File: src/sv/cpec_pkg.sv
// Shared types, widths and saturation helpers for the circle pair collision block.
// Used by the cell modules and by the top level; no dependencies.
`timescale 1ns / 1ps

package cpec_pkg;

  localparam int POS_W = 20;
  localparam int VEL_W = 16;
  localparam int RAD_W = 12;

  // isqrt of S*2^16 with S below 2^26 while overlapping: 21 root bits
  localparam int SQ_N   = 21;
  localparam int SQ_IN_W  = 2 * SQ_N;
  localparam int SQ_REM_W = SQ_N + 2;

  // dividers: 18 quotient bits, divisor up to 26 bits
  localparam int DV_N    = 18;
  localparam int DEN_W   = 26;
  localparam int DREM_W  = DEN_W + DV_N;
  localparam int LANES   = 4;
  localparam int LANE_PX = 0;
  localparam int LANE_PY = 1;
  localparam int LANE_IX = 2;
  localparam int LANE_IY = 3;

  typedef struct packed {
    logic signed [POS_W-1:0] p1x;
    logic signed [POS_W-1:0] p1y;
    logic signed [VEL_W-1:0] v1x;
    logic signed [VEL_W-1:0] v1y;
    logic signed [POS_W-1:0] p2x;
    logic signed [POS_W-1:0] p2y;
    logic signed [VEL_W-1:0] v2x;
    logic signed [VEL_W-1:0] v2y;
  } pair_t;

  typedef struct packed {
    logic [SQ_REM_W-1:0] rem;
    logic [SQ_N-1:0]     root;
    logic [SQ_IN_W-1:0]  rad;
  } sqrt_t;

  typedef struct packed {
    pair_t              pair;
    logic [RAD_W:0]     rsum;
    logic signed [13:0] dx;
    logic signed [13:0] dy;
    logic signed [31:0] t;
    logic [DEN_W-1:0]   s;
    logic               ov;
    logic               tle;
  } sqrt_side_t;

  typedef struct packed {
    logic [DREM_W-1:0] rem;
    logic [DEN_W-1:0]  den;
    logic [DV_N-1:0]   q;
  } div_lane_t;

  typedef struct packed {
    pair_t            pair;
    logic             ov;
    logic             tle;
    logic [LANES-1:0] neg;
  } div_side_t;

  typedef struct packed {
    pair_t pair;
    logic  ov;
    logic  hit;
  } res_t;

  function automatic logic [POS_W-1:0] sat_pos(input logic signed [POS_W+1:0] v);
    logic [POS_W-1:0] r;
    if (v[POS_W+1:POS_W-1] == '0 || v[POS_W+1:POS_W-1] == '1) begin
      r = v[POS_W-1:0];
    end else begin
      r = {v[POS_W+1], {(POS_W-1){~v[POS_W+1]}}};
    end
    return r;
  endfunction

  function automatic logic [VEL_W-1:0] sat_vel(input logic signed [VEL_W+3:0] v);
    logic [VEL_W-1:0] r;
    if (v[VEL_W+3:VEL_W-1] == '0 || v[VEL_W+3:VEL_W-1] == '1) begin
      r = v[VEL_W-1:0];
    end else begin
      r = {v[VEL_W+3], {(VEL_W-1){~v[VEL_W+3]}}};
    end
    return r;
  endfunction

endpackage

File: src/sv/cpec_div_cell.sv
// One step of four parallel restoring dividers: one quotient bit per lane.
// Depends on cpec_pkg.
`timescale 1ns / 1ps

module cpec_div_cell (
  input  logic                  clk_i,
  input  logic                  rst_ni,
  input  logic                  in_valid_i,
  output logic                  in_ready_o,
  input  cpec_pkg::div_lane_t   in_data_i [cpec_pkg::LANES],
  input  cpec_pkg::div_side_t   in_side_i,
  output logic                  out_valid_o,
  input  logic                  out_ready_i,
  output cpec_pkg::div_lane_t   out_data_o [cpec_pkg::LANES],
  output cpec_pkg::div_side_t   out_side_o
);

  logic                valid_q;
  logic                en;
  cpec_pkg::div_lane_t data_d [cpec_pkg::LANES];
  cpec_pkg::div_lane_t data_q [cpec_pkg::LANES];
  cpec_pkg::div_side_t side_q;

  assign en = !valid_q || out_ready_i;
  assign in_ready_o = en;

  // divisor is held aligned to the top quotient bit; the remainder shifts up
  always_comb begin
    for (int l = 0; l < cpec_pkg::LANES; l++) begin
      logic [cpec_pkg::DREM_W-1:0] dsh, r1;
      logic ge;
      dsh = {1'b0, in_data_i[l].den, {(cpec_pkg::DV_N-1){1'b0}}};
      ge  = in_data_i[l].rem >= dsh;
      r1  = ge ? in_data_i[l].rem - dsh : in_data_i[l].rem;
      data_d[l].rem = {r1[cpec_pkg::DREM_W-2:0], 1'b0};
      data_d[l].den = in_data_i[l].den;
      data_d[l].q   = {in_data_i[l].q[cpec_pkg::DV_N-2:0], ge};
    end
  end

  always_ff @(posedge clk_i or negedge rst_ni) begin
    if (!rst_ni) begin
      valid_q <= 1'b0;
    end else if (en) begin
      valid_q <= in_valid_i;
    end
  end

  always_ff @(posedge clk_i) begin
    if (en && in_valid_i) begin
      data_q <= data_d;
      side_q <= in_side_i;
    end
  end

  assign out_valid_o = valid_q;
  assign out_data_o  = data_q;
  assign out_side_o  = side_q;

endmodule

File: config.mk
export PLATFORM = sky130hd
export DESIGN_NAME = cpec_div_cell
export DESIGN_NICKNAME = d
export VERILOG_FILES = /design/src/sv/cpec_pkg.sv /design/src/sv/cpec_div_cell.sv
export SDC_FILE = /design/constraint.sdc
export NUM_CORES = 1
export LEC_CHECK = 0
export ABC_AREA = 1
export BUFFER_PORTS_ARGS = -buffer_cell sky130_fd_sc_hd__buf_2
export CAP_MARGIN = 25
export CORE_AREA = 2 2 392 394
export DETAILED_ROUTE_END_ITERATION = 12
export DIE_AREA = 0 0 394 396
export HOLD_SLACK_MARGIN = 0.05
export PLACE_DENSITY_LB_ADDON = 0.2
export SLEW_MARGIN = 5
export SYNTH_ARGS = -nofsm -noshare
export SYNTH_HDL_FRONTEND = slang
export SYNTH_SLANG_ARGS = --single-unit
File: constraint.sdc
create_clock -name clk_i -period 36 [get_ports clk_i]
set_clock_uncertainty 0.1 [all_clocks]
set_input_delay 1.8 -clock clk_i [delete_from_list [all_inputs] [get_ports clk_i]]
set_output_delay 1.8 -clock clk_i [all_outputs]
set_load 0.02 [all_outputs]
==> run_results.csv <==
group,metric,value,unit
global_route,grt_pass1_vias,20916,
layout,fin_util,22.87,%
synth,yosysWarnings,0,
floorplanning,start_util,16.44,%
global_route,grt_use_total,14.26,%
routing,wirelength,114.9,mm
routing,ant_nets,0,
global_route,overflow,0,
layout,nNetsFinal,4246,
sta,setup_viol,0,
synth,synth-seq-cells,499,
worst_hold_path,whs_endpoint,"out_valid_o",
cts,ctsHoldBuffers,0,
place,dpl.hpwl,95.33,mm
critical_path,r2r-start,"out_valid_o",
sta,fin_setup_tns,0,ns
routing,drc,0,
sta,min_period,4.879,ns
place,io_buffer_count,1001,
cts,cts.sinks,499,
sta,maxSlewViolCount,0,
synth,synth.avg_cell_area,9.651,um2
routing,vias,21414,
sta,hold_viol,0,
cts,cts_htree_levels,3,
layout,final_common_cell,"buf_2",
cts,cts-root-buf,"clkbuf_16",
critical_path,end_kind,"flop",
cts,cts_resized,0,
layout,drive_gt1_share,30.98,%
layout,instances_no_fill,5721,
layout,fill_cells,16792,
synth,ys_seq_area_share,60.11,%
pwr,p_per_area,49.86,nW/um2
global_route,grt_max_degree,137,
floorplanning,die-width,394,um
critical_path,reg2reg_slack,31.95,ns
routing,vias_per_cell,3.743,
flow_run,cap_viol_max_count,0,
place,dp.cells,5592,
sta,worst_pin_slew,1.119,ns
worst_hold_path,whs_path_depth,2,
critical_path,worstPathMaxFanout,136,
sta,slew_headroom,25.41,%
cts,cts_setup_buffers,0,
global_route,grt_antenna_before_repair,47,
critical_path,path_class,"in -> reg",
cts,path_clk_slew,0.06,ns
cts,cts_buffers,67,
critical_path,reg2regPathDepth,5,
synth,async_flop_share,0.2004,%
floorplanning,die_h,396,um
outcome,outcome,"completed",
worst_hold_path,hold_path_class,"reg -> reg",
synth,synth_edf_count,498,
synth,yosys_most_used_dff,"edfxtp_1",
routing,drt-initial-drc-count,1282,
floorplanning,coreArea,151500,um2
critical_path,worstPathArrival,5.05,ns
layout,layout_common_cells,"1001 x buf_2, 811 x nand2_1, 525 x inv_1",
cts,cts_tree,"yes",
synth,syn-cell-area,24920,um2
pwr,leakage,16.70,nW
worst_hold_path,worstHoldStart,"out_valid_o",
cts,clkLatencyLatePin,0.64,ns
floorplanning,boundaryPins,1010,
pwr,vdd_drop_max,0.05328,mV
global_route,grt_pass1_wl,158.5,mm
floorplanning,dieArea,156000,um2
layout,area_growth,39.09,%
sta,finalCritPeriodShare,13.55,%
cts,clk_path_buf_depth,3,
synth,syn_inst,2582,
place,place_congestion,0.8719,
critical_path,r2r_end,"out_data_o[170]",
synth,ys_types,34,
critical_path,cp-start-kind,"input port",
sta,rsz0062_at_grt,"no",
routing,firstDrtPassIters,5,
floorplanning,row_count,143,
critical_path,cp.required,36.17,ns
sta,max_freq,205.0,MHz
routing,wire_per_inst,20.09,um
final cells by class:
type	count	area (um2)	share of cell area, %
clock inverters	42	553.0	1.596
flip-flops and latches	499	14980	43.22
inverters	525	1971	5.686
well taps	2030	2540	7.328
repair buffers	1010	5122	14.78
multi-input cells	1529	7736	22.32
diodes	8	20.02	0.05776
clock buffers	78	1739	5.018
metal layers:
metal / up-vias / wire (um) / GRT usage (%)
li1: 10477 / - / -
met1: 9970 / 49760 / 17.93
met2: 783 / 54100 / 23.50
met3: 142 / 8675 / 4.813
met4: 42 / 2149 / 3.250
met5: - / 263 / 0
kinds of logic (layout without fill, tap and decap cells):
logic type	count (synthesis)	in the layout	synth area share [%]
and+or+nand+nor	1233	1233	20.87
buffers and inverters	557	1655	8.937
DFF	499	499	60.11
AOI/OAI and AO/OA	140	140	2.982
adders and majority gates	108	108	5.543
xor gates and xnor gates	44	44	1.546
other	1	12	0.01505
where the power goes:
part / switching, mW / leakage (nW) / internal [mW]
clock: 0.287 / 1.10 / 0.421
combinational: 0.221 / 10.8 / 0.0981
sequential: 0.0104 / 4.76 / 0.690
total: 0.518 / 16.7 / 1.21
per-stage QoR:
stage | worst slack (ns) | area [um2] | total power [mW] | hold WS, ns
floorplan | 8.697 | 24930 | 0.9270 | 0.6682
global placement | 30.36 | 32300 | 1.036 | 0.4543
detailed placement | 30.35 | 32330 | 1.036 | 0.4771
CTS | 31.12 | 34620 | 1.769 | 0.4962
global route | 30.90 | 34640 | 1.814 | 0.5496
finish | 31.12 | 34660 | 1.728 | 0.4911
cell usage after synthesis (5+ instances only):
cell,count,area [um2]
o21ai_0,12,60.06
clkbuf_1,10,37.54
o21ai_1,49,245.2
inv_1,525,1971
nor3_1,5,25.02
nor2_2,12,75.07
nand3b_1,15,112.6
nand2_1,811,3044
ha_1,104,1301
a21oi_1,67,335.3
edfxtp_1,498,14950
nand3_2,7,70.07
nor2_1,155,581.8
nand3_1,129,645.6
nand4_1,79,494.2
buf_6,16,180.2
xor2_1,44,385.4
how the worst max path moves through the flow:
| stage | from | end | slack [ns] | cells past startpoint |
|---|---|---|---|---|
| after floorplan | in_valid_i | out_data_o[0] | 8.70 | 2 |
| after global placement | out_ready_i | out_data_o[170] | 30.36 | 7 |
| after detailed placement | out_ready_i | out_data_o[13] | 30.35 | 7 |
| after CTS | out_ready_i | out_side_o[90] | 31.12 | 7 |
| after global routing | out_ready_i | out_data_o[169] | 30.90 | 7 |
| final | out_ready_i | out_data_o[170] | 31.12 | 7 |
registers in the layout, summed over array words and instances (netlist names):
name,count
out_valid_o,1
out_data_o,348
out_side_o,150
critical path: stages:
cell and delay, ns:
buf_2 0.07, inv_1 0.06, a21oi_4 0.10, buf_4 0.60, buf_4 0.73, buf_4 0.69, buf_12 0.44
(Power assumes the default switching activity.)
