## src/sv/cpec_pkg.sv

```systemverilog
// Shared types, widths and saturation helpers for the circle pair collision block.
// Used by the cell modules and by the top level; no dependencies.
`timescale 1ns / 1ps

package cpec_pkg;

  localparam int POS_W = 20;
  localparam int VEL_W = 16;
  localparam int RAD_W = 12;

  // isqrt of S*2^16 with S below 2^26 while overlapping: 21 root bits
  localparam int SQ_N   = 21;
  localparam int SQ_IN_W  = 2 * SQ_N;
  localparam int SQ_REM_W = SQ_N + 2;

  // dividers: 18 quotient bits, divisor up to 26 bits
  localparam int DV_N    = 18;
  localparam int DEN_W   = 26;
  localparam int DREM_W  = DEN_W + DV_N;
  localparam int LANES   = 4;
  localparam int LANE_PX = 0;
  localparam int LANE_PY = 1;
  localparam int LANE_IX = 2;
  localparam int LANE_IY = 3;

  typedef struct packed {
    logic signed [POS_W-1:0] p1x;
    logic signed [POS_W-1:0] p1y;
    logic signed [VEL_W-1:0] v1x;
    logic signed [VEL_W-1:0] v1y;
    logic signed [POS_W-1:0] p2x;
    logic signed [POS_W-1:0] p2y;
    logic signed [VEL_W-1:0] v2x;
    logic signed [VEL_W-1:0] v2y;
  } pair_t;

  typedef struct packed {
    logic [SQ_REM_W-1:0] rem;
    logic [SQ_N-1:0]     root;
    logic [SQ_IN_W-1:0]  rad;
  } sqrt_t;

  typedef struct packed {
    pair_t              pair;
    logic [RAD_W:0]     rsum;
    logic signed [13:0] dx;
    logic signed [13:0] dy;
    logic signed [31:0] t;
    logic [DEN_W-1:0]   s;
    logic               ov;
    logic               tle;
  } sqrt_side_t;

  typedef struct packed {
    logic [DREM_W-1:0] rem;
    logic [DEN_W-1:0]  den;
    logic [DV_N-1:0]   q;
  } div_lane_t;

  typedef struct packed {
    pair_t            pair;
    logic             ov;
    logic             tle;
    logic [LANES-1:0] neg;
  } div_side_t;

  typedef struct packed {
    pair_t pair;
    logic  ov;
    logic  hit;
  } res_t;

  function automatic logic [POS_W-1:0] sat_pos(input logic signed [POS_W+1:0] v);
    logic [POS_W-1:0] r;
    if (v[POS_W+1:POS_W-1] == '0 || v[POS_W+1:POS_W-1] == '1) begin
      r = v[POS_W-1:0];
    end else begin
      r = {v[POS_W+1], {(POS_W-1){~v[POS_W+1]}}};
    end
    return r;
  endfunction

  function automatic logic [VEL_W-1:0] sat_vel(input logic signed [VEL_W+3:0] v);
    logic [VEL_W-1:0] r;
    if (v[VEL_W+3:VEL_W-1] == '0 || v[VEL_W+3:VEL_W-1] == '1) begin
      r = v[VEL_W-1:0];
    end else begin
      r = {v[VEL_W+3], {(VEL_W-1){~v[VEL_W+3]}}};
    end
    return r;
  endfunction

endpackage

```

## src/sv/cpec_sqrt_cell.sv

```systemverilog
// One digit cell of the pipelined square root: settles one root bit per cell.
// Depends on cpec_pkg.
`timescale 1ns / 1ps

module cpec_sqrt_cell (
  input  logic                clk_i,
  input  logic                rst_ni,
  input  logic                in_valid_i,
  output logic                in_ready_o,
  input  cpec_pkg::sqrt_t     in_data_i,
  input  cpec_pkg::sqrt_side_t in_side_i,
  output logic                out_valid_o,
  input  logic                out_ready_i,
  output cpec_pkg::sqrt_t     out_data_o,
  output cpec_pkg::sqrt_side_t out_side_o
);

  logic                 valid_q;
  logic                 en;
  cpec_pkg::sqrt_t      data_d, data_q;
  cpec_pkg::sqrt_side_t side_q;
  logic [cpec_pkg::SQ_REM_W+1:0] rem2, trial, diff;
  logic                 ge;

  assign en = !valid_q || out_ready_i;
  assign in_ready_o = en;

  always_comb begin
    rem2  = {in_data_i.rem, in_data_i.rad[cpec_pkg::SQ_IN_W-1 -: 2]};
    trial = {2'b00, in_data_i.root, 2'b01};
    ge    = rem2 >= trial;
    diff  = rem2 - trial;
    data_d.rem  = ge ? diff[cpec_pkg::SQ_REM_W-1:0] : rem2[cpec_pkg::SQ_REM_W-1:0];
    data_d.root = {in_data_i.root[cpec_pkg::SQ_N-2:0], ge};
    data_d.rad  = {in_data_i.rad[cpec_pkg::SQ_IN_W-3:0], 2'b00};
  end

  always_ff @(posedge clk_i or negedge rst_ni) begin
    if (!rst_ni) begin
      valid_q <= 1'b0;
    end else if (en) begin
      valid_q <= in_valid_i;
    end
  end

  always_ff @(posedge clk_i) begin
    if (en && in_valid_i) begin
      data_q <= data_d;
      side_q <= in_side_i;
    end
  end

  assign out_valid_o = valid_q;
  assign out_data_o  = data_q;
  assign out_side_o  = side_q;

endmodule

```

## config.mk

```make
export PLATFORM = sky130hd
export DESIGN_NAME = cpec_sqrt_cell
export DESIGN_NICKNAME = d
export VERILOG_FILES = /design/src/sv/cpec_pkg.sv /design/src/sv/cpec_sqrt_cell.sv
export SDC_FILE = /design/constraint.sdc
export NUM_CORES = 1
export LEC_CHECK = 0
export BUFFER_PORTS_ARGS = -buffer_cell sky130_fd_sc_hd__buf_2
export CORE_AREA = 4 4 260 262
export DETAILED_ROUTE_END_ITERATION = 8
export DIE_AREA = 0 0 264 266
export PLACE_DENSITY = 0.45
export SETUP_SLACK_MARGIN = 0.15
export SLEW_MARGIN = 0
export SYNTH_ARGS = -nofsm -noshare
export SYNTH_HDL_FRONTEND = slang
export SYNTH_SLANG_ARGS = --single-unit
```

## constraint.sdc

```tcl
create_clock -name clk_i -period 10.63 [get_ports clk_i]
set_clock_uncertainty 0.15 [all_clocks]
set_input_delay 2.126 -clock clk_i [delete_from_list [all_inputs] [get_ports clk_i]]
set_output_delay 2.126 -clock clk_i [all_outputs]
set_load 0.01 [all_outputs]
```

==> results list <==
* Status: finished, final reports clean
- The path class of the tightest hold or removal check is flop to flop.
- The worst path meets setup with 5.78 ns of slack.
- Maximum number of pins on one net before global-route repair: 169
* Global-route wire length before repair: 62.0 mm
- Delay-heaviest family, CP: buffers and inverters
- In this run the horizontal extent of the chip is 264 µm.
- Core Region: 0.0654 mm²
- Of the total synthesized cell area, the portion taken by XOR and XNOR cells is 0.0119.
- # nets final: 1,644
- The count of final max-slew check failures came to 0.
* Data required, critical path: 8.35 ns
* Slowest CP cell: nand2b_1
* Total clock sinks: 330
* Longest Clk Path Bufs: 3
* Number of nets with antenna violations after routing: 0
* Dominant cells by area after synthesis: edfxtp_1, ha_1, mux2_4, inv_1, mux2_2
* Resize count post-CTS: 0
- Fill cells in the final layout number 6,831.
- Routed vias: 8,148
- In the final routed layout, each cell accounts on average for 21.0 µm.
- The compound-cell area share of the yosys netlist is 0.0458.
- A synthesized cell averages 20.1 µm².
* H-tree depth reported by CTS: 2
* Final setup violation count: 0
- Global placement routability congestion: 0.809
- For this run, design rule violations remaining after detail routing come to 0.
* Ratio of routed vias to standard cells: 3.73
- Setup Buffers After CTS: 0
* Detailed Route WL: 45.8 mm
* Post-synth top area share: 0.841
* Number of hold-repair buffers added at the cts stage: 0
* Die Y: 266 µm
- Vias in the first global route: 8,390
- In this run the tightest slew margin relative to its limit is 0.282.
- During placement, the flow inserted port buffers numbering 665.
- Number of flops mapped to enable cells by yosys: 329
- Clk Latency, worst-skew pair: 0.56 ns
- HPWL reported at the end of detailed placement: 36.9 mm
* Root Driver: clkbuf_16
* Proportion of synthesized flip-flops having asynchronous set or reset: 0.00303
* Multi-input logic area: 0.00164 mm²
- The sequential cells in the finished layout cover a total of 0.00990 mm².
- The initial utilization of the core area, before any placement, comes to 0.180.
* Area growth from synthesis to final layout: 48.0%
- By count the netlist is led by edfxtp_1, inv_1, ha_1.
- The floorplan has 94 rows.
- Clock-pin slew was measured on the worst setup and hold paths at 0.06 ns.
- Largest family of logic cells by synthesized area: compound AO/OA/AOI/OAI gates
- Summed instance area of the synthesized netlist: 0.0117 mm²
* Cell repeated most along the worst path: buf_2
- Static timing analysis puts the maximum clock frequency at 0.206 GHz.
* Transition time of the tightest slew-check pin: 1.08 ns
- Of the total synthesized cell area, the portion taken by full adders, half adders and majority gates is 0.0245.
* First-iteration detailed-routing DRC count: 525
- For this design the ratio of total power to cell area is 186 mW/mm².
- Total negative setup slack: 0 ns
* Number of hold-slack violations in the final timing report: 0
- The critical path contains buffers and inverters numbering 2 combined.
- For this run, the leading register cell type out of synthesis is edfxtp_1.
* Leading cell type by number of instances after synthesis: edfxtp_1
- Length of the first detailed-routing pass in iterations: 4
- Hold timing on the final database bottoms out at a slack of 0.572 ns.
- For this run the aggregate overflow at the end of global routing stands at 0.
* Clock tree from TritonCTS: yes
* CP cell instances: buf_2, nand2b_1, buf_2
* Crit-path max cell delay: 0.17 ns
* Simple-Gate Fraction of Synth Area: 0.0358
* Proportion of synthesized area in mux cells: 0.0206
- Worst slack at placement: 5.33 ns
- Flop and latch count out of synthesis: 330
- Count of maximum capacitance violations: 0
- The biggest area contributor in the post-synthesis netlist is edfxtp_1.
* VDD IR-drop max: 0.140 mV
- The critical path in this run is classified as input pin to primary output.
- Of the synthesized area, sequential elements account for 0.843.
- Antenna violations before repair: 17
* Ys Warns: 0
- Share of layout cells above drive strength 1: 0.572
- STA classifies the critical path startpoint as an input pin.
* Max FO, Critical Path: 3
- RSZ-0062 raised after global routing: false
- Leakage: 7.23 nW
* Total Routing Usage GR: 0.122
- The synthesized netlist contains 59 unique library cells.
- Number of I/O pins: 668
- Number of clock buffers inserted by TritonCTS: 42
* Share of the clock period used by the worst path after layout: 0.457
- The worst setup path is captured at a primary output.
* Floorplan die area: 0.0702 mm²
- Count of mapped cells out of synthesis: 585
- Crit path arrival time: 2.58 ns
- Crit path time final: 4.85 ns
sequential cells by signal, indices dropped and copies added (netlist names):
| signal | cells |
|---|---|
| out_side_o | 245 |
| out_data_o | 84 |
| out_valid_o | 1 |
logic make-up (layout without fill, tap and decap cells):
family / Yosys count / count (layout)
AOI/OAI and AO/OA: 72 / 72
xor gates and xnor gates: 16 / 16
adders and majority gates: 23 / 23
buffers and inverters: 44 / 774
DFF: 330 / 330
muxes: 19 / 19
other: 1 / 6
and+or+nand+nor: 80 / 80
stage by stage:
stage,power [mW],area (µm²),cells,util
global placement,1.94,16100,2106,0.246
global route,3.39,17400,2180,0.266
finish,3.23,17400,2184,0.266
floorplan,1.75,11800,586,-
detailed placement,1.94,16100,2106,0.246
CTS,3.31,17400,2180,0.266
report_power, final:
part	switching (mW)	total (mW)	leakage [nW]	internal [mW]
clock network	0.567	1.32	0.604	0.758
logic	0.207	0.353	3.48	0.146
registers	0.0199	1.55	3.14	1.53
total	0.794	3.23	7.23	2.43
per-layer routing:
metal	vias up	GRT usage	wire length, µm
met3	99	0.0541	4620
li1	3699	-	-
met5	-	0	141
met2	380	0.219	23700
met4	22	0.0395	1360
met1	3948	0.127	16000
tightest hold or removal path: cells and delay by family, from the launching register on:
kind	cells	cell delay [ns]
and+or+nand+nor	2	0.25
DFF	1	0.42
worst paths after layout:
check,startpoint,depth (start not counted),end,slack (ns)
min,out_valid_o,2,out_valid_o,0.57
min reg2reg,out_valid_o,2,out_valid_o,0.57
max reg2reg,out_valid_o,4,out_data_o[63],7.40
min in group asynchronous,rst_ni,1,out_valid_o,1.18
max,out_ready_i,3,in_ready_o,5.78
max in group asynchronous,rst_ni,1,out_valid_o,9.07
cell type report:
type                       count  share of cell area
multi-input combinational    212              0.0942
clock inverter                22              0.0102
inverter                      31             0.00698
timing repair buffer         669               0.194
clock buffer                  52              0.0626
sequential                   330               0.569
antenna                        4            0.000576
tap                          864              0.0622
cell usage in the layout (no fill, tap or decap), drive strengths merged, types with 3 or more instances in the layout:
master    instances
nor2             15
o21ai            16
a21o              7
diode             4
a221oi            3
a21oi            18
clkbuf           52
nor3              6
nand3            10
clkinv           14
clkinvlp          3
nand2b            4
xor2              5
nor4              3
xnor2            11
mux2             17
o21a              5
buf             669
nand4             7
inv              35
edfxtp          329
o31ai             4
and4              3
and2              4
and3              3
nand2            16
ha               23
Power figures use the tool's default switching activity.
